<file path="config.mk">
export PLATFORM = sky130hd
export DESIGN_NAME = imucfd_lane
export DESIGN_NICKNAME = d
export VERILOG_FILES = /design/src/sv/imucfd_pkg.sv /design/src/sv/imucfd_lane.sv
export SDC_FILE = /design/constraint.sdc
export NUM_CORES = 2
export LEC_CHECK = 0
export ABC_CLOCK_PERIOD_IN_PS = 24000
export BUFFER_PORTS_ARGS = -buffer_cell sky130_fd_sc_hd__buf_2
export CAP_MARGIN = 20
export CORE_UTILIZATION = 55
export CTS_BUF_LIST = sky130_fd_sc_hd__clkbuf_4 sky130_fd_sc_hd__clkbuf_8
export DETAILED_ROUTE_END_ITERATION = 6
export GPL_TIMING_DRIVEN = 0
export PLACE_DENSITY = 0.83
export SYNTH_ARGS = -nofsm -noshare
export SYNTH_HDL_FRONTEND = slang
export SYNTH_SLANG_ARGS = --single-unit
</file>
<file path="constraint.sdc">
create_clock -name clk -period 24 [get_ports clk]
set_input_delay 0 -clock clk [delete_from_list [all_inputs] [get_ports clk]]
set_output_delay 0 -clock clk [all_outputs]
set_load 0.03 [all_outputs]
</file>
<file path="src/sv/imucfd_pkg.sv">
package imucfd_pkg;

    // Angle scaling of the yaw values (fraction bits of one degree).
    localparam int FRAC_BITS = 16;

    localparam int ID_W       = 11;
    localparam int BYTE_W     = 8;
    localparam int RAW_W      = 16;
    localparam int QUAT_W     = 14;
    localparam int VAL_W      = 32;
    localparam int MAG_W      = VAL_W + 1;
    localparam int PROD_W     = 48;
    localparam int FOLD_W     = VAL_W + 1;
    localparam int CFG_IDX_W  = 3;
    localparam int CFG_DATA_W = 64;
    localparam int N_LANES    = 4;
    localparam int N_STAGES   = 6;

    localparam int IN_DATA_W  = 72;
    localparam int OUT_DATA_W = 176;

    // Divisors of the linear mapping: 2^bits - 1 for both raw widths.
    localparam logic [RAW_W-1:0] DEN_WIDE = {RAW_W{1'b1}};
    localparam logic [RAW_W-1:0] DEN_QUAT = RAW_W'((1 << QUAT_W) - 1);

    // Yaw unwrap arithmetic.
    localparam int DIFF_W     = 34;
    localparam int TURN_W     = 16;
    localparam int TOT_W      = DIFF_W + TURN_W + 1;
    localparam int TOT_OUT_W  = 48;

    localparam logic signed [DIFF_W-1:0] HALF_TURN = DIFF_W'(64'd180 << FRAC_BITS);
    localparam logic signed [DIFF_W-1:0] FULL_TURN = DIFF_W'(64'd360 << FRAC_BITS);
    localparam logic signed [TOT_W-1:0]  TOTAL_MAX =
        TOT_W'({1'b0, {(TOT_OUT_W - 1){1'b1}}});
    localparam logic signed [TOT_W-1:0]  TOTAL_MIN = ~TOTAL_MAX;
    localparam logic signed [TURN_W-1:0] TURN_MAX  = {1'b0, {(TURN_W - 1){1'b1}}};
    localparam logic signed [TURN_W-1:0] TURN_MIN  = {1'b1, {(TURN_W - 1){1'b0}}};

    typedef enum logic [1:0] {
        KIND_ACCEL = 2'd0,
        KIND_GYRO  = 2'd1,
        KIND_EULER = 2'd2,
        KIND_QUAT  = 2'd3
    } kind_t;

    // Frame type byte.
    localparam logic [BYTE_W-1:0] FT_ACCEL = 8'd1;
    localparam logic [BYTE_W-1:0] FT_GYRO  = 8'd2;
    localparam logic [BYTE_W-1:0] FT_EULER = 8'd3;
    localparam logic [BYTE_W-1:0] FT_QUAT  = 8'd4;

    // Configuration register indexes.
    localparam logic [CFG_IDX_W-1:0] REG_MATCH_ID = 3'd0;
    localparam logic [CFG_IDX_W-1:0] REG_ACCEL    = 3'd1;
    localparam logic [CFG_IDX_W-1:0] REG_GYRO     = 3'd2;
    localparam logic [CFG_IDX_W-1:0] REG_PITCH    = 3'd3;
    localparam logic [CFG_IDX_W-1:0] REG_YAW      = 3'd4;
    localparam logic [CFG_IDX_W-1:0] REG_ROLL     = 3'd5;
    localparam logic [CFG_IDX_W-1:0] REG_QUAT     = 3'd6;

    // A range is kept as its minimum and the sign and magnitude of max - min.
    typedef struct packed {
        logic signed [VAL_W-1:0] lo;
        logic [MAG_W-1:0]        mag;
        logic                    neg;
    } range_t;

    typedef struct packed {
        logic [ID_W-1:0] match_id;
        range_t          accel;
        range_t          gyro;
        range_t          pitch;
        range_t          yaw;
        range_t          roll;
        range_t          quat;
    } cfg_t;

    typedef struct packed {
        logic s1;
        logic s2;
        logic s3;
        logic s4;
    } lane_en_t;

endpackage

</file>
<file path="src/sv/imucfd_lane.sv">
module imucfd_lane
(
    input  logic                                    clk,
    input  imucfd_pkg::lane_en_t                    en,
    input  logic [imucfd_pkg::RAW_W-1:0]            raw,
    input  logic                                    wide,
    input  imucfd_pkg::range_t                      rng,
    output logic signed [imucfd_pkg::VAL_W-1:0]     value
);

    localparam int VW = imucfd_pkg::VAL_W;
    localparam int RW = imucfd_pkg::RAW_W;
    localparam int FW = imucfd_pkg::FOLD_W;

    // Stage 1: magnitude product.
    logic [imucfd_pkg::PROD_W-1:0] prod_reg, prod_next;
    logic [RW+imucfd_pkg::MAG_W-1:0] prod_full;
    logic signed [VW-1:0] lo1_reg, lo2_reg, lo3_reg;
    logic neg1_reg, neg2_reg, neg3_reg;
    logic wide1_reg, wide2_reg;

    // Stage 2: first fold of the division by 2^k - 1.
    logic [VW-1:0] a_reg, a_next;
    logic [FW-1:0] s_reg, s_next;
    logic [RW-1:0] b;

    // Stage 3: quotient.
    logic [FW-1:0] q_reg, q_next;
    logic [18:0]   a2;
    logic [RW-1:0] b2;
    logic [19:0]   t;
    logic [5:0]    a3;
    logic [RW-1:0] b3;
    logic [RW:0]   u;
    logic [RW-1:0] den;
    logic          corr;

    // Stage 4: mapped value.
    logic signed [VW-1:0] value_reg, value_next;

    assign prod_full = (RW + imucfd_pkg::MAG_W)'(raw) * (RW + imucfd_pkg::MAG_W)'(rng.mag);
    assign prod_next = prod_full[imucfd_pkg::PROD_W-1:0];

    // n = a*2^k + b = a*(2^k - 1) + (a + b), since 2^k is 1 modulo the divisor.
    always_comb
    begin
        if (wide1_reg)
        begin
            a_next = prod_reg[47:16];
            b      = prod_reg[15:0];
        end
        else
        begin
            a_next = prod_reg[45:14];
            b      = {2'b00, prod_reg[13:0]};
        end
        s_next = FW'(a_next) + FW'(b);
    end

    // Two more folds leave a remainder below twice the divisor.
    always_comb
    begin
        if (wide2_reg)
        begin
            a2  = {2'b00, s_reg[32:16]};
            b2  = s_reg[15:0];
            den = imucfd_pkg::DEN_WIDE;
        end
        else
        begin
            a2  = s_reg[32:14];
            b2  = {2'b00, s_reg[13:0]};
            den = imucfd_pkg::DEN_QUAT;
        end
        t = 20'(a2) + 20'(b2);
        if (wide2_reg)
        begin
            a3 = {2'b00, t[19:16]};
            b3 = t[15:0];
        end
        else
        begin
            a3 = t[19:14];
            b3 = {2'b00, t[13:0]};
        end
        u      = (RW + 1)'(a3) + (RW + 1)'(b3);
        corr   = (u >= (RW + 1)'(den));
        q_next = FW'(a_reg) + FW'(a2) + FW'(a3) + FW'(corr);
    end

    // The quotient of the magnitude is the quotient truncated towards zero.
    assign value_next = neg3_reg ? (lo3_reg - q_reg[VW-1:0]) : (lo3_reg + q_reg[VW-1:0]);

    always_ff @(posedge clk)
    begin
        if (en.s1)
        begin
            prod_reg  <= prod_next;
            lo1_reg   <= rng.lo;
            neg1_reg  <= rng.neg;
            wide1_reg <= wide;
        end
        if (en.s2)
        begin
            a_reg     <= a_next;
            s_reg     <= s_next;
            lo2_reg   <= lo1_reg;
            neg2_reg  <= neg1_reg;
            wide2_reg <= wide1_reg;
        end
        if (en.s3)
        begin
            q_reg    <= q_next;
            lo3_reg  <= lo2_reg;
            neg3_reg <= neg2_reg;
        end
        if (en.s4)
        begin
            value_reg <= value_next;
        end
    end

    assign value = value_reg;

endmodule

</file>
==> results list <==
- The run finished with clean final reports.
- Among all flip-flop cells after synthesis, the most frequent one is edfxtp_1.
* Period utilisation layout: 0.453
- CP peak stage delay: 0.52 ns
- The detail route stage leaves a number of antenna-violating nets equal to 0.
* Endpoint, Worst Hold: lo3_reg[25]$_DFFE_PP_
- Setup repair after global routing missed its margin: no
* FP Rows: 85
- Detailed placement ended at an HPWL of 60.1 mm.
* Netlist area before placement: 30500 um2
* Count of cell types in the netlist: 71
- Clock skew on the completed layout was measured at 0.0475 ns.
* Max reg flops: 48
- Clock tree buffer depth: 3
- Count of warnings emitted by yosys: 0
- STA puts the critical path data required time at 24.30 ns.
- The worst setup path is launched from a flip-flop.
* Via count of the first global-routing pass: 23.2k
- The H-tree was split into 2 levels.
- Final Hold Vio Count: 0
- Class of the tightest hold or removal check: input port to flip-flop
- Synthesized-area fraction occupied by ao, oa, aoi and oai cells: 0.0718
- Share of the yosys chip area belonging to registers: 0.274
- After floorplanning, the core was sized to cover 54300 um2.
- Counting cells, the worst reg-to-reg path comes to 43.
- For the final routed database, the setup TNS stands at 0 ns.
* Die footprint: 56400 um2
- Number of antenna violations at the first check in global routing: 0
- The pre-antenna-repair detailed-routing pass consisted of 6 iterations.
* DRC errors left: 0
- Slew at the pin closest to its max-slew limit: 0.940 ns
* Flip-flop and latch count after synthesis: 278
* CP Max Fanout: 10
- In the global route stage, overall resource usage came out at 0.275.
- Critical path class: flip-flop to flip-flop
* Fraction of synthesized cell area in xor and xnor cells: 0.0526
- Clock transition at path regs: 0.08 ns
* Setup violations, final: 0
- Of the total synthesized cell area, the portion taken by full adders, half adders and majority gates is 0.382.
- Final routed wirelength across all metal layers: 75.5 mm
* Vias per cell: 5.59
* Clock tree root driver cell: clkbuf_8
* Vertical extent of the die: 237 um
- Crit path DAT: 11.18 ns
- From left edge to right edge, the die measures 237 um.
- Wire length of the first global-routing pass: 120 mm
* Worst setup slack for register-to-register paths: 13.13 ns
- The number of slew-limit violations in the final report is 0.
* Number of ports placed on the die boundary: 120
* Synthesis-to-finish area growth: 9.29%
- After the first detailed-routing iteration, the DRC count stood at 1591.
* Average size of a mapped cell: 10.4 um2
- Counting instances, the worst hold path has a depth of 1.
- Maximum number of pins on one net before global-route repair: 80
- Placer Congestion: 0.983
- Syn Inst Count: 2942
* Net count, final: 3897
- Max frequency: 92.0 MHz
* Most used cell along the critical path: a21oi_1
- In the final layout, the share of cells above drive strength 1 is 0.0755.
- The worst pin sits at a relative slew slack of 0.373.
- Count of maximum capacitance violations: 0
* EDFF count, synth: 278
- TritonCTS built the clock tree.
- The largest individual stage delay along the critical path comes from the cell mux2i_1.
- Dividing the detail-routed wire length by the instance count gives 19.3 um.
- Final-layout fill cell count: 4276
* Leftover overflow at the end of global routing: 0
- Sink Count: 278
* Multiplexer share of the synthesized area: 0.0190
* Simple logic cell fraction of the synthesized area: 0.133
- Initial Util: 0.561
* Critical path capture point type: flip-flop
- Number of buffers created by CTS: 42
* Share of flip-flops with an asynchronous set or reset: 0
- FF-to-FF Start: wide2_reg$_DFFE_PP_
* Worst-Skew Late Latency: 0.60 ns
- The worst hold path begins at en[1].
- Port Buffer Count: 119
* Largest family of logic cells by synthesized area: adder cells
- Net Count, Synth: 3693
- The clock period could shrink to 10.87 ns.
- Summing over every cut layer, the via total after detailed routing is 21.9k.
- Worst flop-to-flop path endpoint: q_reg[30]$_DFFE_PP_
-- layer usage --
metal	GRT usage	vias to the layer above	share of wire	wire (um)
met1	0.335	10600	0.38	28400
met5	0	-	0	0
li1	-	9907	-	-
met4	0.150	0	0.059	4490
met3	0.0620	248	0.094	7070
met2	0.456	1100	0.47	35600
-- repair_timing --
item / CTS / global route
endpoints found under the hold margin: 70 / 0
setup buffers: 0 / 0
hold buffers: 38 / 0
resized for setup: 0 / 0
-- cell usage in the layout (no fill, tap or decap), types with 36 or more instances in the layout --
cell type / n
inv_1: 464
nand2_1: 444
fa_1: 442
edfxtp_1: 278
ha_1: 221
and2_1: 160
xnor2_1: 147
buf_2: 117
a21oi_1: 104
nor2_1: 101
clkbuf_1: 89
a21o_1: 55
o21ai_0: 52
clkbuf_8: 43
dlygate4sd3_1: 38
nor3_1: 37
mux2_2: 37
xor2_1: 36
-- critical path: cells and delay by family (launching register included) --
| kind | cells | cell delay (ns) |
|---|---|---|
| xor+xnor | 2 | 0.28 |
| mux | 2 | 0.63 |
| fa+ha+maj | 7 | 2.23 |
| compound gates | 22 | 5.14 |
| buf+inv | 4 | 0.87 |
| simple gates | 6 | 0.96 |
| flops | 1 | 0.51 |
-- layout make-up --
type | instances | area, um2 | area share
Multi-Input combinational cell | 2106 | 20000 | 0.602
Tap cell | 739 | 925 | 0.0277
Timing Repair Buffer | 160 | 1060 | 0.0317
Clock buffer | 50 | 644 | 0.0193
Inverter | 464 | 1740 | 0.0523
Sequential cell | 278 | 8350 | 0.251
Antenna cell | 1 | 2.50 | 0.0000751
Clock inverter | 25 | 204 | 0.00612
Buffer | 94 | 354 | 0.0106
-- kinds of logic after synthesis --
kind of cell,after synthesis
AND/OR/NAND/NOR,870
AO/OA/AOI/OAI,336
flip-flops,278
XOR/XNOR,183
buffers and inverters,558
multiplexers,52
adder cells (fa/ha/maj),665
-- through the flow --
| step | hold WS [ns] | instance area (um2) | std cells | setup WS, ns | util |
|---|---|---|---|---|---|
| after floorplan | 0.0989 | 30500 | 2942 | 14.92 | - |
| after global placement | 0.176 | 32000 | 3800 | 13.53 | 0.589 |
| after detailed placement | 0.178 | 32100 | 3803 | 13.40 | 0.591 |
| after CTS | 0.00173 | 33300 | 3916 | 13.33 | 0.613 |
| after global routing | 0.0308 | 33300 | 3916 | 12.43 | 0.613 |
| final | 0.00120 | 33300 | 3917 | 13.13 | 0.613 |
-- synth_stat cells (52+ instances only) --
master / count / share of area
inv_1: 464 / 0.057
nand2_1: 444 / 0.055
fa_1: 442 / 0.29
edfxtp_1: 278 / 0.27
ha_1: 221 / 0.091
and2_1: 160 / 0.033
xnor2_1: 147 / 0.042
a21oi_1: 104 / 0.017
nor2_1: 101 / 0.012
clkbuf_1: 89 / 0.011
a21o_1: 55 / 0.014
o21ai_0: 52 / 0.0085
-- how the worst max path moves through the flow --
stage | from | end | slack, ns | depth (start not counted)
floorplan | wide2_reg$_DFFE_PP_ | q_reg[30]$_DFFE_PP_ | 14.92 | 42
global placement | wide2_reg$_DFFE_PP_ | q_reg[30]$_DFFE_PP_ | 13.53 | 43
detailed placement | wide2_reg$_DFFE_PP_ | q_reg[30]$_DFFE_PP_ | 13.40 | 43
CTS | wide2_reg$_DFFE_PP_ | q_reg[30]$_DFFE_PP_ | 13.33 | 43
global route | wide2_reg$_DFFE_PP_ | q_reg[30]$_DFFE_PP_ | 12.43 | 43
finish | wide2_reg$_DFFE_PP_ | q_reg[30]$_DFFE_PP_ | 13.13 | 43
Power is left out: the tool's default activity adds up to more than one toggle a clock period on the data nets, which glitch-free logic cannot reach.
