===== src/sv/imucfd_pkg.sv =====
package imucfd_pkg;

    // Angle scaling of the yaw values (fraction bits of one degree).
    localparam int FRAC_BITS = 16;

    localparam int ID_W       = 11;
    localparam int BYTE_W     = 8;
    localparam int RAW_W      = 16;
    localparam int QUAT_W     = 14;
    localparam int VAL_W      = 32;
    localparam int MAG_W      = VAL_W + 1;
    localparam int PROD_W     = 48;
    localparam int FOLD_W     = VAL_W + 1;
    localparam int CFG_IDX_W  = 3;
    localparam int CFG_DATA_W = 64;
    localparam int N_LANES    = 4;
    localparam int N_STAGES   = 6;

    localparam int IN_DATA_W  = 72;
    localparam int OUT_DATA_W = 176;

    // Divisors of the linear mapping: 2^bits - 1 for both raw widths.
    localparam logic [RAW_W-1:0] DEN_WIDE = {RAW_W{1'b1}};
    localparam logic [RAW_W-1:0] DEN_QUAT = RAW_W'((1 << QUAT_W) - 1);

    // Yaw unwrap arithmetic.
    localparam int DIFF_W     = 34;
    localparam int TURN_W     = 16;
    localparam int TOT_W      = DIFF_W + TURN_W + 1;
    localparam int TOT_OUT_W  = 48;

    localparam logic signed [DIFF_W-1:0] HALF_TURN = DIFF_W'(64'd180 << FRAC_BITS);
    localparam logic signed [DIFF_W-1:0] FULL_TURN = DIFF_W'(64'd360 << FRAC_BITS);
    localparam logic signed [TOT_W-1:0]  TOTAL_MAX =
        TOT_W'({1'b0, {(TOT_OUT_W - 1){1'b1}}});
    localparam logic signed [TOT_W-1:0]  TOTAL_MIN = ~TOTAL_MAX;
    localparam logic signed [TURN_W-1:0] TURN_MAX  = {1'b0, {(TURN_W - 1){1'b1}}};
    localparam logic signed [TURN_W-1:0] TURN_MIN  = {1'b1, {(TURN_W - 1){1'b0}}};

    typedef enum logic [1:0] {
        KIND_ACCEL = 2'd0,
        KIND_GYRO  = 2'd1,
        KIND_EULER = 2'd2,
        KIND_QUAT  = 2'd3
    } kind_t;

    // Frame type byte.
    localparam logic [BYTE_W-1:0] FT_ACCEL = 8'd1;
    localparam logic [BYTE_W-1:0] FT_GYRO  = 8'd2;
    localparam logic [BYTE_W-1:0] FT_EULER = 8'd3;
    localparam logic [BYTE_W-1:0] FT_QUAT  = 8'd4;

    // Configuration register indexes.
    localparam logic [CFG_IDX_W-1:0] REG_MATCH_ID = 3'd0;
    localparam logic [CFG_IDX_W-1:0] REG_ACCEL    = 3'd1;
    localparam logic [CFG_IDX_W-1:0] REG_GYRO     = 3'd2;
    localparam logic [CFG_IDX_W-1:0] REG_PITCH    = 3'd3;
    localparam logic [CFG_IDX_W-1:0] REG_YAW      = 3'd4;
    localparam logic [CFG_IDX_W-1:0] REG_ROLL     = 3'd5;
    localparam logic [CFG_IDX_W-1:0] REG_QUAT     = 3'd6;

    // A range is kept as its minimum and the sign and magnitude of max - min.
    typedef struct packed {
        logic signed [VAL_W-1:0] lo;
        logic [MAG_W-1:0]        mag;
        logic                    neg;
    } range_t;

    typedef struct packed {
        logic [ID_W-1:0] match_id;
        range_t          accel;
        range_t          gyro;
        range_t          pitch;
        range_t          yaw;
        range_t          roll;
        range_t          quat;
    } cfg_t;

    typedef struct packed {
        logic s1;
        logic s2;
        logic s3;
        logic s4;
    } lane_en_t;

endpackage


===== src/sv/imucfd_cfg.sv =====
module imucfd_cfg
(
    input  logic                                 clk,
    input  logic                                 rst_n,
    input  logic                                 cfg_valid,
    output logic                                 cfg_ready,
    input  logic [imucfd_pkg::CFG_IDX_W-1:0]     cfg_index,
    input  logic [imucfd_pkg::CFG_DATA_W-1:0]    cfg_data,
    output imucfd_pkg::cfg_t                     cfg
);

    imucfd_pkg::cfg_t   cfg_reg;
    imucfd_pkg::cfg_t   cfg_next;
    imucfd_pkg::range_t wr_range;
    logic [imucfd_pkg::MAG_W-1:0] span;

    assign cfg_ready = 1'b1;
    assign cfg       = cfg_reg;

    // The span is worked out once at the write, away from the item path.
    always_comb
    begin
        span = {cfg_data[63], cfg_data[63:32]} - {cfg_data[31], cfg_data[31:0]};
        wr_range.lo  = cfg_data[31:0];
        wr_range.neg = span[imucfd_pkg::MAG_W-1];
        wr_range.mag = wr_range.neg ? (~span + imucfd_pkg::MAG_W'(1)) : span;
    end

    always_comb
    begin
        cfg_next = cfg_reg;
        if (cfg_valid)
        begin
            unique case (cfg_index)
                imucfd_pkg::REG_MATCH_ID: cfg_next.match_id = cfg_data[imucfd_pkg::ID_W-1:0];
                imucfd_pkg::REG_ACCEL:    cfg_next.accel    = wr_range;
                imucfd_pkg::REG_GYRO:     cfg_next.gyro     = wr_range;
                imucfd_pkg::REG_PITCH:    cfg_next.pitch    = wr_range;
                imucfd_pkg::REG_YAW:      cfg_next.yaw      = wr_range;
                imucfd_pkg::REG_ROLL:     cfg_next.roll     = wr_range;
                imucfd_pkg::REG_QUAT:     cfg_next.quat     = wr_range;
                default:                  cfg_next          = cfg_reg;
            endcase
        end
    end

    always_ff @(posedge clk or negedge rst_n)
    begin
        if (!rst_n)
        begin
            cfg_reg <= '0;
        end
        else
        begin
            cfg_reg <= cfg_next;
        end
    end

endmodule


===== config.mk =====
export PLATFORM = sky130hd
export DESIGN_NAME = imucfd_cfg
export DESIGN_NICKNAME = d
export VERILOG_FILES = /design/src/sv/imucfd_pkg.sv /design/src/sv/imucfd_cfg.sv
export SDC_FILE = /design/constraint.sdc
export NUM_CORES = 1
export LEC_CHECK = 0
export BUFFER_PORTS_ARGS = -buffer_cell sky130_fd_sc_hd__buf_2
export CAP_MARGIN = 10
export CORE_MARGIN = 4
export CORE_UTILIZATION = 45
export DETAILED_ROUTE_END_ITERATION = 10
export GPL_ROUTABILITY_DRIVEN = 0
export HOLD_SLACK_MARGIN = 0.05
export PLACE_DENSITY = 0.7
export SYNTH_ARGS = -nofsm -noshare
export SYNTH_HDL_FRONTEND = slang
export SYNTH_SLANG_ARGS = --single-unit

===== constraint.sdc =====
create_clock -name clk -period 1.5 [get_ports clk]
set_clock_uncertainty 0.05 [all_clocks]
set_input_delay 0.15 -clock clk [delete_from_list [all_inputs] [get_ports clk]]
set_output_delay 0.15 -clock clk [all_outputs]
set_load 0.1 [all_outputs]

==> results of run 1 <==
==> metal layers <==
layer | up-vias | global-route usage [%] | part of all wire (%)
met4 | 20 | 11.6 | 4.4
met3 | 224 | 7.46 | 7.9
met2 | 782 | 50.6 | 49
met1 | 8340 | 37.2 | 38
li1 | 7696 | - | -
met5 | - | 0 | 0.19
==> cells in the final DEF, fill, tap and decap left out, types with 8 or more instances in the layout <==
cell type      Yosys  routed
buf_6              0      48
a21oi_4            0       9
diode_2            0      15
o21ai_2            0     160
clkbuf_16          0      45
mux2_2            17      17
o21ai_1           34      58
nand2_4            0       8
clkbuf_1          85       9
xnor2_2            2      10
nor3_1            11      10
inv_2              0      11
a21o_1            13      13
dlygate4sd3_1      0      43
a21oi_1           46      27
buf_2             12      62
ha_1              33      15
nand4_1           13      13
ha_4               0      18
buf_4              1     664
o211ai_1           8       8
a21oi_2            4      14
dfrtp_1          407     407
buf_12             0      29
inv_1             41      25
nand2_1          436     426
xor2_1            25      16
o21ai_0          394     205
nor2_1            45      38
clkbuf_8           0      16
==> worst min path at each step <==
stage | endpoint | slack [ps] | start | depth (start not counted)
after detailed placement | cfg[201] | 110 | rst_n | 1
after CTS | cfg[305] | 50 | cfg_data[7] | 4
after global placement | cfg[201] | 100 | rst_n | 1
final | cfg[107] | 80 | cfg_data[7] | 4
after floorplan | cfg[0] | -200 | rst_n | 0
after global routing | cfg[107] | 90 | cfg_data[7] | 4
==> power by group <==
group	switching (W)	leakage, nW	internal [W]
clock network	0.00439	0.730	0.00662
logic	0.0274	7.79	0.00757
registers	0.00192	5.13	0.0137
==> kinds of logic (layout without fill, tap and decap cells) <==
logic type | Yosys count | in the layout | synth area share, %
AND/OR/NAND/NOR | 569 | 569 | 13.8
flip-flops | 407 | 407 | 58.8
other | 1 | 16 | 0.0217
adder cells (fa/ha/maj) | 34 | 34 | 2.50
buffers and inverters | 145 | 970 | 3.26
multiplexers | 17 | 17 | 1.11
XOR/XNOR | 48 | 48 | 2.56
AO/OA/AOI/OAI | 553 | 555 | 17.9
==> stage by stage <==
step                utilization [%]  cell area, um2
global placement               60.6           22900
floorplan                         -           17800
CTS                            70.9           26800
global route                   73.5           27800
detailed placement             60.6           22900
finish                         73.5           27800
==> final cells by class <==
class | count | share of cell area, %
Antenna cell | 15 | 0.135
Clock buffer | 70 | 4.96
Tap cell | 511 | 2.30
Clock inverter | 8 | 0.355
Timing Repair Buffer | 851 | 24.9
Multi-Input combinational cell | 1224 | 30.1
Inverter | 41 | 0.652
Sequential cell | 407 | 36.6
==> critical path: stages <==
cell	delay, ps
buf_8	110
inv_6	50
ha_4	200
o211ai_1	220
buf_4	180
a21oi_4	40
o211ai_1	300
nand3_1	160
a21o_1	240
a222oi_1	490
buf_4	210
nand4_1	140
buf_4	200
o21ai_2	130
xnor2_1	170
buf_4	240
o21ai_1	70
==> repair_timing <==
item / in CTS / in global routing
hold buffers: 43 / 0
setup buffers: 30 / 23
hold endpoints to repair: 585 / 0
pin swaps: 102 / 102
endpoints found under the setup margin: 604 / 205
gates resized for setup: 625 / 228
gates cloned: 2 / 0
==> reports/metrics.cfg, run 1 <==
[global_routing]
grt.total_usage_pct = 29.9
grt_pass1_vias = 17100
grt_max_degree = 73
grt_pass1_wl_um = 98000
grt-ovfl-total = 0
antenna_found_initial = 26

[critical_path]
start_kind = input pin
r2r_slack_ps = 50
worstPathMaxFanout = 6
reg2reg_depth = 2
r2r_start = cfg[398]
crit_required_ps = 1890
crit_end = cfg[226]
endpoint_kind = flop
regToRegEndpoint = cfg[398]
crit_start = cfg_data[3]
worstPathArrival_ps = 3300
path_class = input pin to flop

[pwr]
p_total_w = 0.0616
ir_drop_mv = 1.63
p_per_area_mw_per_mm2 = 2220
p_leak_nw = 13.6

[timing]
rsz0062_at_grt = true
hold_viol = 0
layout_setup_ws_ps = -1410
timing.setup.tns_ps = -218400
fmax_mhz = 343
tightest_slew_ps = 954
hold_slack_ps = 76.3
period_share_pct = 194
final-setup-viol-count = 198
min_period_ps = 2910
relSlewSlack_pct = 35.7
drv_slew = 0

[cts]
cts_made_buffers = 42
clockRootBuffer = clkbuf_16
cts_tree = yes
cts.sink_count = 407
h-tree-depth = 2
clk_path_buf_depth = 3
clk_pin_slew_ps = 60
insertion_delay_ps = 560

[final_layout]
final_layout_size_suffix_gt1_share_pct = 46.9
final-seq-area_mm2 = 0.0102
largest_reg_flops = 407
multi_input_area_mm2 = 0.00837
fin_cells = 3127
fillers = 2581
fin_nets = 2671
area_growth_pct = 60.6

[hold_path]
min_path_type = input pin to flop

[floorplan]
design.die.area_mm2 = 0.0417
rows = 71
io_pins = 478
die_width_um = 204
fp.dieH_um = 204
initial_core_util_pct = 45.7
core_area_mm2 = 0.0378

[yosys]
yosysMostFrequentCell = nand2_1
synthTopCellsByArea = dfrtp_1 (59%), o21ai_0 (11%), nand2_1 (9.5%)
synth-async-reset-ratio_pct = 100
synthFlopType = dfrtp_1
synth_edf_count = 0
seq_area_frac_synth_pct = 58.8
synth_area_leader_cell = dfrtp_1
syn_area_per_cell_um2 = 9.76
ys_seq_elements = 407
synth_top_area_share_pct = 58.8
synth_fp_nets = 1878
syn_area_mm2 = 0.0173
synth_commonest_cells = nand2_1 (436), dfrtp_1 (407), o21ai_0 (394)
ys_types = 69
ys_warn_count = 0
synth_cells = 1774

[drt]
ant_nets = 0
drc_errors = 0
first_pass_iters = 5
dr_total_vias = 17100
drtIter0Drc = 1070
wl_per_cell_um = 21.3
routed_wl_um = 66500
viasPerCell = 5.46

[outcome]
outcome = complete, but fails checks
violations = setup timing

[placement]
dp_hpwl_um = 45600
pre_cts_slack_ps = -2100
placed_cells = 2945
portBuffers = 476

[flow_run]
max_cap_viol_count = 0

(Power assumes the default switching activity.)
==> run 2, diff against run 1 <==
--- a/config.mk
+++ b/config.mk
@@ -6,13 +6,12 @@
 export NUM_CORES = 1
 export LEC_CHECK = 0
 export BUFFER_PORTS_ARGS = -buffer_cell sky130_fd_sc_hd__buf_2
-export CAP_MARGIN = 10
 export CORE_MARGIN = 4
 export CORE_UTILIZATION = 45
 export DETAILED_ROUTE_END_ITERATION = 10
 export GPL_ROUTABILITY_DRIVEN = 0
 export HOLD_SLACK_MARGIN = 0.05
-export PLACE_DENSITY = 0.7
+export PLACE_DENSITY = 0.73
 export SYNTH_ARGS = -nofsm -noshare
 export SYNTH_HDL_FRONTEND = slang
 export SYNTH_SLANG_ARGS = --single-unit
==> run 2 against run 1 <==
  * The flow still finishes with violations (setup timing)
  * Via count grew 1.9%
  * Worst setup slack lost 21 ps
  * Final cell count grew 0.38%
  * Critical path depth shrank 1
  * Die area is the same
  * Critical endpoint is now cfg[161]
  * Largest power group unchanged
==> reports/metrics.cfg, run 2 (synthesis gave the netlist of run 1 again) <==
[cts]
cts.sink_count = 407  ; unchanged
insertion_delay_ps = 540  ; -20 ps
clockRootBuffer = clkbuf_16
cts_tree = yes
clk_path_buf_depth = 3  ; unchanged
clk_pin_slew_ps = 60  ; about the same
cts_made_buffers = 41  ; -2.4%
h-tree-depth = 2  ; unchanged

[timing]
period_share_pct = 196  ; +1.4 points
hold_viol = 0  ; unchanged
relSlewSlack_pct = 59.8  ; +24 points
tightest_slew_ps = 603  ; -352 ps
hold_slack_ps = 95.5  ; +19.3 ps
rsz0062_at_grt = true
fmax_mhz = 341  ; -0.72%
final-setup-viol-count = 204  ; +3.0%
drv_slew = 0  ; unchanged
timing.setup.tns_ps = -219690  ; -1280 ps
layout_setup_ws_ps = -1440  ; -21.2 ps
min_period_ps = 2940  ; +21.3 ps

[drt]
viasPerCell = 5.54  ; +1.6%
met1_length_um = 24200  ; -5.1%
wl_per_cell_um = 21.3  ; +0.36%
dr_total_vias = 17400  ; +1.9%
met2_length_um = 33600  ; +2.6%
ant_nets = 0  ; unchanged
drc_errors = 0  ; unchanged
routed.top_layer = met5
drtIter0Drc = 1265  ; +18%
routed_wl_um = 67000  ; +0.74%
met3_length_um = 6160  ; +17%
first_pass_iters = 6  ; +1

[critical_path]
crit_chain = buf_8, clkinvlp_4, ha_4, o211ai_1, a21oi_2, o211ai_1, buf_4, a31oi_4, or3_4, a222oi_1, buf_4, and4_4, buf_6, a21oi_4, xor2_4, o21ai_1
cp_slowest_cell = a222oi_1
crit_cells = 16  ; -1
path_class = input pin to flop
crit_buf_inv = 5  ; -1
start_kind = input pin
reg2reg_depth = 2  ; unchanged
crit_required_ps = 1880  ; about the same
endpoint_kind = flop
crit_family = compound AO/OA/AOI/OAI gates
cp_slowest_stage_delay_ps = 420  ; -70 ps
worstPathArrival_ps = 3310  ; about the same
worstPathMaxFanout = 6  ; unchanged

[outcome]
outcome = complete, but fails checks
violations = setup timing

[hold_path]
min_path_cells = 4  ; unchanged
min_path_type = input pin to flop

[floorplan]
design.die.area_mm2 = 0.0417  ; unchanged
rows = 71  ; unchanged
die_width_um = 204  ; unchanged
io_pins = 478  ; unchanged
fp.dieH_um = 204  ; unchanged
initial_core_util_pct = 45.7  ; unchanged
core_area_mm2 = 0.0378  ; unchanged

[final_layout]
fin_nets = 2683  ; +0.45%
area_growth_pct = 59.8
fin_cells = 3139  ; +0.38%
final_layout_size_suffix_gt1_share_pct = 45.7  ; -1.2 points
final_common_cell = nand2_1
largest_reg_flops = 407  ; unchanged
mostFrequentLayoutCells = nand2_1 (424), dfrtp_1 (407), buf_4 (351)

[global_routing]
grt_pass1_wl_um = 95700  ; -2.4%
grt_max_degree = 71  ; -2.7%
antenna_found_initial = 25  ; -3.8%
grt-ovfl-total = 0  ; unchanged
grt_pass1_vias = 17100  ; -0.16%
grt.total_usage_pct = 29.2  ; -0.69 points

[placement]
placed_cells = 2952  ; +0.24%
pre_cts_slack_ps = -1970  ; +122 ps
dp_hpwl_um = 45500  ; -0.19%
portBuffers = 476  ; unchanged

[flow_run]
max_cap_viol_count = 0  ; unchanged

[pwr]
ir_drop_mv = 1.47  ; -9.7%
p_leak_nw = 13.5  ; -1.3%
p_per_area_mw_per_mm2 = 2190  ; -1.3%

-- run 2: changes by cell type in the layout (fill, tap and decap cells not counted), moves of 11 or more --
| cell | delta |
|---|---|
| o21ai_0 | +11 |
| o21ai_2 | -41 |
| o21ai_1 | +30 |
| buf_4 | -313 |
| clkbuf_4 | +334 |
-- run 2: worst min-delay path, stage by stage --
cell	delay [ps]
buf_6	90
ha_4	160
buf_4	160
o21ai_0	90
-- run 2: what timing repair did --
item	in CTS	in global routing
hold buffers	42	0
setup endpoints to repair	605	605
resized for setup	260	634
buffers inserted	38	30
pin swaps	119	79
hold endpoints to repair	584	0
-- run 2: routing by layer --
| layer | vias up | global-route usage (%) |
|---|---|---|
| met5 | - | 0 |
| met3 | 234 | 7.47 |
| met1 | 8469 | 36.1 |
| met2 | 956 | 48.4 |
| li1 | 7717 | - |
| met4 | 18 | 13.6 |
-- run 2: report_power, final --
group          internal (W)  switching [W]  total [W]
combinational       0.00716         0.0272     0.0344
sequential           0.0137        0.00191     0.0157
clock               0.00623        0.00424     0.0105
-- run 2: metrics by stage --
stage / total power (W) / cell area (um2) / util [%]
floorplan: 0.0396 / 17800 / -
CTS: 0.0580 / 25800 / 68.3
finish: 0.0605 / 27700 / 73.1
global placement: 0.0459 / 22900 / 60.5
detailed placement: 0.0464 / 22900 / 60.5
global route: 0.0624 / 27700 / 73.1
-- run 2: layout make-up --
class	count	area, um2
Multi-Input combinational cell	1222	8210
Sequential cell	407	10200
Clock buffer	65	1290
Tap cell	511	639
Clock inverter	9	98.8
Antenna cell	18	45.0
Fill cell	2453	10200
Inverter	41	188
Timing Repair Buffer	866	7010
-- run 2: worst paths after layout --
path	from	slack (ps)	endpoint
min	cfg_data[0]	100	cfg[133]
max	cfg_data[2]	-1440	cfg[161]
max in group asynchronous	rst_n	580	cfg[277]
min in group asynchronous	rst_n	110	cfg[155]
max reg2reg	cfg[403]	70	cfg[403]
min reg2reg	cfg[275]	430	cfg[275]
