<file path="src/sv/imucfd_pkg.sv">
package imucfd_pkg;

    // Angle scaling of the yaw values (fraction bits of one degree).
    localparam int FRAC_BITS = 16;

    localparam int ID_W       = 11;
    localparam int BYTE_W     = 8;
    localparam int RAW_W      = 16;
    localparam int QUAT_W     = 14;
    localparam int VAL_W      = 32;
    localparam int MAG_W      = VAL_W + 1;
    localparam int PROD_W     = 48;
    localparam int FOLD_W     = VAL_W + 1;
    localparam int CFG_IDX_W  = 3;
    localparam int CFG_DATA_W = 64;
    localparam int N_LANES    = 4;
    localparam int N_STAGES   = 6;

    localparam int IN_DATA_W  = 72;
    localparam int OUT_DATA_W = 176;

    // Divisors of the linear mapping: 2^bits - 1 for both raw widths.
    localparam logic [RAW_W-1:0] DEN_WIDE = {RAW_W{1'b1}};
    localparam logic [RAW_W-1:0] DEN_QUAT = RAW_W'((1 << QUAT_W) - 1);

    // Yaw unwrap arithmetic.
    localparam int DIFF_W     = 34;
    localparam int TURN_W     = 16;
    localparam int TOT_W      = DIFF_W + TURN_W + 1;
    localparam int TOT_OUT_W  = 48;

    localparam logic signed [DIFF_W-1:0] HALF_TURN = DIFF_W'(64'd180 << FRAC_BITS);
    localparam logic signed [DIFF_W-1:0] FULL_TURN = DIFF_W'(64'd360 << FRAC_BITS);
    localparam logic signed [TOT_W-1:0]  TOTAL_MAX =
        TOT_W'({1'b0, {(TOT_OUT_W - 1){1'b1}}});
    localparam logic signed [TOT_W-1:0]  TOTAL_MIN = ~TOTAL_MAX;
    localparam logic signed [TURN_W-1:0] TURN_MAX  = {1'b0, {(TURN_W - 1){1'b1}}};
    localparam logic signed [TURN_W-1:0] TURN_MIN  = {1'b1, {(TURN_W - 1){1'b0}}};

    typedef enum logic [1:0] {
        KIND_ACCEL = 2'd0,
        KIND_GYRO  = 2'd1,
        KIND_EULER = 2'd2,
        KIND_QUAT  = 2'd3
    } kind_t;

    // Frame type byte.
    localparam logic [BYTE_W-1:0] FT_ACCEL = 8'd1;
    localparam logic [BYTE_W-1:0] FT_GYRO  = 8'd2;
    localparam logic [BYTE_W-1:0] FT_EULER = 8'd3;
    localparam logic [BYTE_W-1:0] FT_QUAT  = 8'd4;

    // Configuration register indexes.
    localparam logic [CFG_IDX_W-1:0] REG_MATCH_ID = 3'd0;
    localparam logic [CFG_IDX_W-1:0] REG_ACCEL    = 3'd1;
    localparam logic [CFG_IDX_W-1:0] REG_GYRO     = 3'd2;
    localparam logic [CFG_IDX_W-1:0] REG_PITCH    = 3'd3;
    localparam logic [CFG_IDX_W-1:0] REG_YAW      = 3'd4;
    localparam logic [CFG_IDX_W-1:0] REG_ROLL     = 3'd5;
    localparam logic [CFG_IDX_W-1:0] REG_QUAT     = 3'd6;

    // A range is kept as its minimum and the sign and magnitude of max - min.
    typedef struct packed {
        logic signed [VAL_W-1:0] lo;
        logic [MAG_W-1:0]        mag;
        logic                    neg;
    } range_t;

    typedef struct packed {
        logic [ID_W-1:0] match_id;
        range_t          accel;
        range_t          gyro;
        range_t          pitch;
        range_t          yaw;
        range_t          roll;
        range_t          quat;
    } cfg_t;

    typedef struct packed {
        logic s1;
        logic s2;
        logic s3;
        logic s4;
    } lane_en_t;

endpackage

</file>
<file path="src/sv/imucfd_yaw.sv">
module imucfd_yaw
(
    input  logic                                        clk,
    input  logic                                        rst_n,
    input  logic                                        load,
    input  logic                                        euler,
    input  logic signed [imucfd_pkg::VAL_W-1:0]         yaw,
    output logic signed [imucfd_pkg::TOT_OUT_W-1:0]     yaw_total
);

    localparam int DW = imucfd_pkg::DIFF_W;
    localparam int TW = imucfd_pkg::TOT_W;

    logic signed [imucfd_pkg::VAL_W-1:0]     last_yaw_reg;
    logic signed [imucfd_pkg::TURN_W-1:0]    turn_reg, turn_next;
    logic signed [imucfd_pkg::TOT_OUT_W-1:0] total_reg, total_next;
    logic signed [DW-1:0] diff;
    logic signed [TW-1:0] turn_ext;
    logic signed [TW-1:0] turn_const;
    logic signed [TW-1:0] yaw_ext;
    logic signed [TW-1:0] total_full;

    always_comb
    begin
        diff      = DW'(yaw) - DW'(last_yaw_reg);
        turn_next = turn_reg;
        if (diff > imucfd_pkg::HALF_TURN)
        begin
            if (turn_reg != imucfd_pkg::TURN_MIN)
            begin
                turn_next = turn_reg - imucfd_pkg::TURN_W'(1);
            end
        end
        else if (diff < -imucfd_pkg::HALF_TURN)
        begin
            if (turn_reg != imucfd_pkg::TURN_MAX)
            begin
                turn_next = turn_reg + imucfd_pkg::TURN_W'(1);
            end
        end
        turn_ext   = TW'(turn_next);
        turn_const = TW'(imucfd_pkg::FULL_TURN);
        yaw_ext    = TW'(yaw);
        total_full = turn_const * turn_ext + yaw_ext;
        if (!euler)
        begin
            total_next = '0;
        end
        else if (total_full > imucfd_pkg::TOTAL_MAX)
        begin
            total_next = imucfd_pkg::TOTAL_MAX[imucfd_pkg::TOT_OUT_W-1:0];
        end
        else if (total_full < imucfd_pkg::TOTAL_MIN)
        begin
            total_next = imucfd_pkg::TOTAL_MIN[imucfd_pkg::TOT_OUT_W-1:0];
        end
        else
        begin
            total_next = total_full[imucfd_pkg::TOT_OUT_W-1:0];
        end
    end

    // The turn state moves only as an Euler item enters the output register.
    always_ff @(posedge clk or negedge rst_n)
    begin
        if (!rst_n)
        begin
            last_yaw_reg <= '0;
            turn_reg     <= '0;
        end
        else if (load && euler)
        begin
            last_yaw_reg <= yaw;
            turn_reg     <= turn_next;
        end
    end

    always_ff @(posedge clk)
    begin
        if (load)
        begin
            total_reg <= total_next;
        end
    end

    assign yaw_total = total_reg;

endmodule
</file>
<file path="config.mk">
export PLATFORM = sky130hd
export DESIGN_NAME = imucfd_yaw
export DESIGN_NICKNAME = d
export VERILOG_FILES = /design/src/sv/imucfd_pkg.sv /design/src/sv/imucfd_yaw.sv
export SDC_FILE = /design/constraint.sdc
export NUM_CORES = 1
export LEC_CHECK = 0
export BUFFER_PORTS_ARGS = -buffer_cell sky130_fd_sc_hd__buf_4
export CAP_MARGIN = 20
export CORE_AREA = 2 2 144 202
export DETAILED_ROUTE_END_ITERATION = 7
export DIE_AREA = 0 0 146 204
export GPL_ROUTABILITY_DRIVEN = 0
export PLACE_DENSITY = 0.49
export SYNTH_ARGS = -nofsm -noshare
export SYNTH_HDL_FRONTEND = slang
export SYNTH_SLANG_ARGS = --single-unit
</file>
<file path="constraint.sdc">
create_clock -name clk -period 9.5 [get_ports clk]
set_input_delay 1.9 -clock clk [delete_from_list [all_inputs] [get_ports clk]]
set_output_delay 1.9 -clock clk [all_outputs]
set_load 0.005 [all_outputs]
</file>
==> impl_metrics.tcl, run 1 <==
set metrics [dict create \
    status "complete, but fails checks" \
    violations "setup timing" \
    cts_inserted_buffers 9 \
    ant_nets 0 \
    first_global_vias 9611 \
    antennaDiodeCount 0 \
    drt_iter0_markers 316 \
    drc 0 \
    vias 9221 \
    start_util 0.345 \
    syn_nets 1270 \
    path_clk_slew_ps 70 \
    ys.flop_type "dfrtp_1" \
    dr.pass1.iters 4 \
    yosysUniqueCellTypes 86 \
    synthArstFlopShare 0.522 \
    worst_pin_slew_ps 996 \
    hp-class "register to register" \
    finClkSkew_ps 10.6 \
    coreArea_um2 28100 \
    grt_pass1_wl_um 47600 \
    period_needed_ps 9990 \
    cts_hold_buffers 0 \
    clock_path_buffers 2 \
    cts_tree "yes" \
    yosysTopAreaCellShare 0.145 \
    fin_cells 1819 \
    synth_seq_cells 92 \
    critPathCaptureType "register" \
    fin_ws_ps -488 \
    clock.fmax_ghz 0.100 \
    synth_edf_count 44 \
    critPathTopFamily "compound AO/OA/AOI/OAI gates" \
    hold_viol_final 0 \
    die_h_um 204 \
    synthesis.area_um2 9690 \
    seq_area_um2 2520 \
    report.final.slew_viol_count 0 \
    cpMaxStageDelayCell "fa_1" \
    layout.nets 1616 \
    max-cap-violations 0 \
    worst-path-buf-inv 11 \
    dieArea_um2 29800 \
    h-tree-depth 3 \
    synth_top_area_cell "ha_1" \
    hpwl_um 22800 \
    drive_gt1_frac 0.390 \
    rsz0062_at_grt "yes" \
    grt_max_degree 49 \
    clock_latency_ps 380 \
    path_class "primary input to register" \
    cts_sinks 92 \
    ys.warnings.count 0 \
    crit_top_cell "buf_4" \
    setup_viol 13 \
    relSlewSlack 0.335 \
    ys_seq_area_frac 0.260 \
    numPlacedInstances 1778 \
    critical_path.max_stage_delay_ps 540 \
    startpoint_type "primary input" \
    antenna_found_initial 0 \
    grt_util_all_layers 0.201 \
    fillers 2706 \
    timing.hold.ws_ps 485 \
    grt_overflow_total 0 \
    r2r_slack_ps 730 \
    wl_um 28700 \
    post-place-ws_ps -1170 \
    port_buffers 83 \
    largest_register_ffs 44 \
    die_w_um 146 \
    syn_avg_cell_area_um2 8.87 \
    synthCells 1093 \
    final.period_utilization 1.05 \
    crit_required_ps 9600 \
    cp_data_arrival_time_ps 10080 \
    ios 84 \
    avgRoutedWirePerCell_um 15.8 \
    synth.area.top_cells "ha_1 14%, edfxtp_1 14%, dfrtp_1 12%, fa_1 6.0%, inv_1 5.0%" \
    clock-root-buffer "clkbuf_16" \
    rows 73 \
    cp_max_fo 6 \
    multi_input_area_um2 7270 \
    vias_per_cell 5.07 \
    area_growth_pct 43.7 \
]
final timing paths:
kind	from	end	depth (start not counted)
max in group asynchronous	rst_n	turn_reg[14]$_DFFE_PN0P_	1
max	yaw[1]	yaw_total[45]$_SDFFCE_PN0P_	43
min in group asynchronous	rst_n	last_yaw_reg[16]$_DFFE_PN0P_	1
min	last_yaw_reg[20]$_DFFE_PN0P_	last_yaw_reg[20]$_DFFE_PN0P_	2
max reg2reg	last_yaw_reg[0]$_DFFE_PN0P_	yaw_total[45]$_SDFFCE_PN0P_	42
min reg2reg	last_yaw_reg[20]$_DFFE_PN0P_	last_yaw_reg[20]$_DFFE_PN0P_	2
logic make-up after synthesis:
group | share of synthesized area
muxes | 0.0480
xor gates and xnor gates | 0.0578
AOI/OAI and AO/OA | 0.181
DFF | 0.260
and+or+nand+nor | 0.180
adders and majority gates | 0.204
buffers and inverters | 0.0684
tightest hold or removal path, stage by stage, from the launching register on:
cell and delay, ps:
dfrtp_1 340, nand2_1 50, o21ai_0 60
area by class of cell:
| cell class | instances | share of cell area |
|---|---|---|
| multi-input cells | 832 | 0.522 |
| repair buffers | 375 | 0.204 |
| flip-flops and latches | 92 | 0.181 |
| inverters | 129 | 0.0360 |
| well taps | 375 | 0.0337 |
| clock buffers | 9 | 0.0162 |
| clock inverters | 7 | 0.00665 |
cell usage in the layout, fill, tap and decap left out, types with 6 or more instances in the layout:
cell type / n
xnor2_1: 34
a21oi_1: 38
mux2i_1: 6
fa_1: 28
o21ai_2: 13
buf_6: 7
nor2b_1: 11
clkbuf_16: 9
or3_1: 7
nand2_1: 60
a21oi_2: 12
and3_1: 16
and2_1: 25
nand4_1: 9
o211ai_1: 6
nor3_1: 27
nor3b_1: 6
xor2_1: 16
ha_1: 88
edfxtp_1: 44
xnor2_2: 10
nand2b_1: 16
o21ai_0: 35
a21o_1: 28
a31oi_1: 6
o2111ai_1: 6
inv_1: 122
a211oi_1: 10
nor2_1: 70
ha_4: 19
mux2_2: 36
o21bai_1: 6
nand3_1: 32
dfrtp_1: 48
nor4_1: 7
buf_4: 367
o21a_1: 8
Yosys cell counts (7+ instances only):
| library cell | count |
|---|---|
| a211oi_1 | 13 |
| a21o_1 | 28 |
| a21oi_1 | 54 |
| a31oi_1 | 9 |
| and2_1 | 27 |
| and3_1 | 18 |
| buf_2 | 7 |
| clkbuf_1 | 29 |
| dfrtp_1 | 48 |
| edfxtp_1 | 44 |
| fa_1 | 29 |
| ha_1 | 112 |
| inv_1 | 128 |
| mux2_2 | 36 |
| nand2_1 | 63 |
| nand2b_1 | 17 |
| nand3_1 | 32 |
| nand4_1 | 9 |
| nor2_1 | 74 |
| nor2b_1 | 13 |
| nor3_1 | 28 |
| nor4_1 | 8 |
| o21a_1 | 8 |
| o21ai_0 | 50 |
| or3_1 | 8 |
| xnor2_1 | 45 |
| xor2_1 | 19 |
metal layers:
metal,up-vias,wire [um],track usage
met4,0,1340,0.0947
met3,65,612,0.0263
li1,4592,-,-
met1,4428,11300,0.218
met5,-,0,0
met2,136,15400,0.385
per-stage QoR:
| stage | setup TNS (ps) | area, um^2 | util |
|---|---|---|---|
| after CTS | -3450 | 13500 | 0.481 |
| final | -4110 | 13900 | 0.495 |
| after detailed placement | -13420 | 12900 | 0.458 |
| after global placement | -11760 | 12900 | 0.458 |
| after global routing | -8500 | 13900 | 0.495 |
| after floorplan | -755 | 9950 | - |
what timing repair did:
action / in CTS / in global routing
gates resized for setup: 42 / 61
pin swaps: 41 / 33
buffers inserted: 16 / 11
endpoints found under the setup margin: 13 / 15
Power of run 1 is left out: the tool's default activity adds up to more than one toggle a clock period on the data nets, which glitch-free logic cannot reach.
==> run 2: changes to the inputs <==
--- a/config.mk
+++ b/config.mk
@@ -11,7 +11,6 @@
 export DETAILED_ROUTE_END_ITERATION = 7
 export DIE_AREA = 0 0 146 204
 export GPL_ROUTABILITY_DRIVEN = 0
-export PLACE_DENSITY = 0.49
 export SYNTH_ARGS = -nofsm -noshare
 export SYNTH_HDL_FRONTEND = slang
 export SYNTH_SLANG_ARGS = --single-unit
==> constraint.sdc (replaced) <==
create_clock -name clk -period 9.5 [get_ports clk]
set_input_delay 0.475 -clock clk [delete_from_list [all_inputs] [get_ports clk]]
set_output_delay 0.475 -clock clk [all_outputs]
set_load 0.005 [all_outputs]
==> run 2 against run 1 <==
Net effect: the run now ends clean; die area unchanged; register-to-register slack worse by 320 ps; critical path depth down 4; utilization down 6.9 points; critical path type is now register to register.
==> impl_metrics.tcl, run 2 (synthesized netlist as in run 1, its figures left out) <==
set metrics [dict create \
    area_growth_pct 23.6 \
    reg2reg_from "last_yaw_reg[0]$_DFFE_PN0P_" \
    grt_overflow_total 0 \
    ios 84 \
    layout.nets 1456 \
    drc 0 \
    cp_data_arrival_time_ps 9170 \
    clock-root-buffer "clkbuf_16" \
    grt_pass1_wl_um 43200 \
    wl_um 25900 \
    antennaDiodeCount 0 \
    final_cell_mix "215 x buf_4, 128 x inv_1, 112 x ha_1, 73 x nor2_1, 62 x nand2_1" \
    h-tree-depth 3 \
    die_w_um 146 \
    die_h_um 204 \
    dieArea_um2 29800 \
    post-place-ws_ps -221 \
    regToRegEndpoint "yaw_total[47]$_SDFFCE_PP0P_" \
    drt_iter0_markers 365 \
    critPathCapture "yaw_total[47]$_SDFFCE_PP0P_" \
    max-cap-violations 0 \
    largest_register_ffs 44 \
    vias_per_cell 5.22 \
    antenna_found_initial 0 \
    avgRoutedWirePerCell_um 15.6 \
    port_buffers 83 \
    path_clk_slew_ps 70 \
    cts_sinks 92 \
    setup_viol 0 \
    cpMaxStageDelayCell "fa_1" \
    clock.fmax_ghz 0.110 \
    critPathCaptureType "register" \
    cp_max_fo 4 \
    period_needed_ps 9090 \
    cts_inserted_buffers 9 \
    worst_pin_slew_ps 882 \
    status "finished, final reports clean" \
    cp.depth 39 \
    rows 73 \
    placed_cell_area_um2 11600 \
    critPathTopFamily "adder cells" \
    cts_tree "yes" \
    clock_path_buffers 2 \
    worst-path-buf-inv 6 \
    crit_required_ps 9580 \
    drive_gt1_frac 0.238 \
    vias 8653 \
    final.period_utilization 0.956 \
    startpoint_type "register" \
    path_class "register to register" \
    r2r_slack_ps 410 \
    fin_ws_ps 415 \
    grt_util_all_layers 0.181 \
    relSlewSlack 0.412 \
    crit_top_cell "ha_1" \
    critical_path.max_stage_delay_ps 550 \
    hp-class "primary input to asynchronous set/reset pin" \
    first_global_vias 8920 \
    hold_viol_final 0 \
    start_util 0.345 \
    grt_max_degree 49 \
    dr.pass1.iters 7 \
    finClkSkew_ps 9.70 \
    hpwl_um 20800 \
    r2r_cells 39 \
    final_area_um2 12000 \
    layout_commonest_cell "buf_4" \
    clock_latency_ps 380 \
    report.final.slew_viol_count 0 \
    crit_path_start "last_yaw_reg[0]$_DFFE_PN0P_" \
    coreArea_um2 28100 \
    ant_nets 0 \
]
run 2: cell count changes in the layout (fill, tap and decap cells not counted), sizes merged:
cell      change
buf         -160
clkinvlp      +1
inv           -1
run 2: worst min path at each step:
stage,depth (start not counted),end
floorplan,0,last_yaw_reg[0]$_DFFE_PN0P_
CTS,1,last_yaw_reg[21]$_DFFE_PN0P_
global placement,2,last_yaw_reg[20]$_DFFE_PN0P_
finish,1,last_yaw_reg[19]$_DFFE_PN0P_
detailed placement,2,last_yaw_reg[20]$_DFFE_PN0P_
global route,1,last_yaw_reg[19]$_DFFE_PN0P_
run 2: layout make-up:
type,instances,area (um^2)
inverters,129,489
well taps,375,469
fillers,2862,16100
multi-input cells,832,6590
clock inverters,7,73.8
repair buffers,215,1610
clock buffers,9,225
flip-flops and latches,92,2520
run 2: repair_timing:
item                       4_1_cts  5_1_grt
setup endpoints to repair        0       10
buffers inserted                 0        1
resized for setup                0       24
hold buffers                     0        0
run 2: through the flow:
step                hold WS, ps  instances   util  setup TNS [ps]
CTS                         165       1658  0.423               0
floorplan                   179       1093      -               0
detailed placement          488       1642  0.412           -1050
finish                      161       1659  0.426               0
global placement            470       1642  0.412            -605
global route                208       1659  0.426            -261
run 2: layer usage:
metal	track usage	wire length [um]	vias to the layer above
li1	-	-	4271
met1	0.191	10000	4151
met2	0.350	14100	167
met3	0.0254	773	64
met4	0.0863	1020	0
met5	0	0	-
Power of run 2 is left out for the same reason.
==> run 3: changes to the inputs <==
--- a/config.mk
+++ b/config.mk
@@ -7,10 +7,13 @@
 export LEC_CHECK = 0
 export BUFFER_PORTS_ARGS = -buffer_cell sky130_fd_sc_hd__buf_4
 export CAP_MARGIN = 20
+export CELL_PAD_IN_SITES_DETAIL_PLACEMENT = 2
+export CELL_PAD_IN_SITES_GLOBAL_PLACEMENT = 2
 export CORE_AREA = 2 2 144 202
 export DETAILED_ROUTE_END_ITERATION = 7
 export DIE_AREA = 0 0 146 204
 export GPL_ROUTABILITY_DRIVEN = 0
+export PLACE_DENSITY_LB_ADDON = 0.1
 export SYNTH_ARGS = -nofsm -noshare
 export SYNTH_HDL_FRONTEND = slang
 export SYNTH_SLANG_ARGS = --single-unit
==> constraint.sdc (replaced) <==
create_clock -name clk -period 9.5 [get_ports clk]
set_input_delay 0.475 -clock clk [delete_from_list [all_inputs] [get_ports clk]]
set_output_delay 0.475 -clock clk [all_outputs]
set_load 0.02 [all_outputs]
==> run 3 against run 2 <==
Net effect: first-iteration DRC count is 29% lower; wire length rose by 46%; sequential share of layout area decreased by 1.5 points; hold slack improved by 15 ps; final area is 7.9% higher; critical path type unchanged.
==> impl_metrics.tcl, run 3 (synthesized netlist as in run 1, its figures left out) <==
set metrics [dict create \
    status "finished, final reports clean" \
    fin_ws_ps 189 \
    dieArea_um2 29800 \
    grt_max_degree 56 \
    crit_required_ps 9600 \
    cp_max_fo 5 \
    final.period_utilization 0.980 \
    layout.nets 1521 \
    vias_per_cell 5.35 \
    finish.utilization 0.460 \
    grt_util_all_layers 0.241 \
    dr.pass1.iters 4 \
    r2r_cells 41 \
    clock_path_buffers 2 \
    cts_sinks 92 \
    start_util 0.345 \
    grt_overflow_total 0 \
    largest_register_ffs 44 \
    max-cap-violations 0 \
    grt_pass1_wl_um 56000 \
    layout_commonest_cell "buf_4" \
    ios 84 \
    clock-root-buffer "clkbuf_16" \
    h-tree-depth 3 \
    report.final.slew_viol_count 0 \
    avgRoutedWirePerCell_um 21.9 \
    post-place-ws_ps -561 \
    antenna_found_initial 0 \
    area_growth_pct 33.4 \
    wl_met3_um 828 \
    port_buffers 83 \
    final_cell_mix "278 x buf_4, 127 x inv_1, 97 x ha_1, 72 x nor2_1, 60 x nand2_1" \
    wl_um 37800 \
    cts_tree "yes" \
    cts_inserted_buffers 9 \
    worst_pin_slew_ps 884 \
    cts_hold_buffers 0 \
    path_clk_slew_ps 80 \
    first_global_vias 10600 \
    drc 0 \
    drive_gt1_frac 0.317 \
    startpoint_type "register" \
    setup_viol 0 \
    antennaDiodeCount 0 \
    cp_data_arrival_time_ps 9410 \
    period_needed_ps 9310 \
    path_class "register to register" \
    wl_met2_um 21600 \
    critPathCaptureType "register" \
    hpwl_um 28100 \
    fillers 3168 \
    rows 73 \
    tns_ps 0 \
    hold_viol_final 0 \
    die_w_um 146 \
    wl_met1_um 13300 \
    critical_path.max_stage_delay_ps 560 \
    ant_nets 0 \
    relSlewSlack 0.410 \
    dr.max_layer_used "met4" \
    coreArea_um2 28100 \
    hp-class "primary input to asynchronous set/reset pin" \
    drt_iter0_markers 259 \
    vias 9226 \
    finClkSkew_ps 20.1 \
    cpMaxStageDelayCell "or4_4" \
    die_h_um 204 \
    clock.fmax_ghz 0.107 \
    clock_latency_ps 390 \
]
## run 3: path summary, 6_finish.rpt
| path | start | endpoint | slack (ps) |
|---|---|---|---|
| max in group asynchronous | rst_n | turn_reg[13]$_DFFE_PN0P_ | 8810 |
| max reg2reg | last_yaw_reg[0]$_DFFE_PN0P_ | yaw_total[45]$_SDFFCE_PN0P_ | 190 |
| min in group clk | yaw[4] | last_yaw_reg[4]$_DFFE_PN0P_ | 340 |
| min reg2reg | last_yaw_reg[21]$_DFFE_PN0P_ | last_yaw_reg[21]$_DFFE_PN0P_ | 510 |
| min | rst_n | last_yaw_reg[12]$_DFFE_PN0P_ | 180 |
| max | last_yaw_reg[0]$_DFFE_PN0P_ | yaw_total[45]$_SDFFCE_PN0P_ | 190 |
## run 3: area by class of cell
type,count,area [um^2],area share
clock inverter,6,65.1,0.00503
timing repair buffer,280,2110,0.163
multi-input combinational,832,7050,0.545
clock buffer,10,229,0.0177
inverter,129,489,0.0378
tap,375,469,0.0363
sequential,92,2520,0.195
## run 3: routing by layer
metal,vias up,GRT usage
li1,4387,-
met2,136,0.498
met5,-,0
met1,4613,0.232
met3,90,0.0328
met4,0,0.110
## run 3: timing repair
item,in CTS,in global routing
gates resized for setup,25,70
setup buffers,4,11
endpoints found under the hold margin,0,0
pin swaps,16,28
endpoints found under the setup margin,9,11
## run 3: critical path, delay by kind of cell (launching register included)
| kind | cells | cell delay, ps |
|---|---|---|
| simple gates | 11 | 2610 |
| compound gates | 14 | 2270 |
| buf+inv | 6 | 770 |
| fa+ha+maj | 8 | 2660 |
| xor+xnor | 2 | 280 |
| flops | 1 | 420 |
## run 3: through the flow
stage | instances | cell area, um^2 | hold WS, ps
after floorplan | 1093 | 9690 | 179
after global routing | 1724 | 12900 | 219
after global placement | 1693 | 12000 | 465
after CTS | 1713 | 12400 | 198
final | 1724 | 12900 | 176
after detailed placement | 1693 | 12000 | 498
Power of run 3 is left out for the same reason.
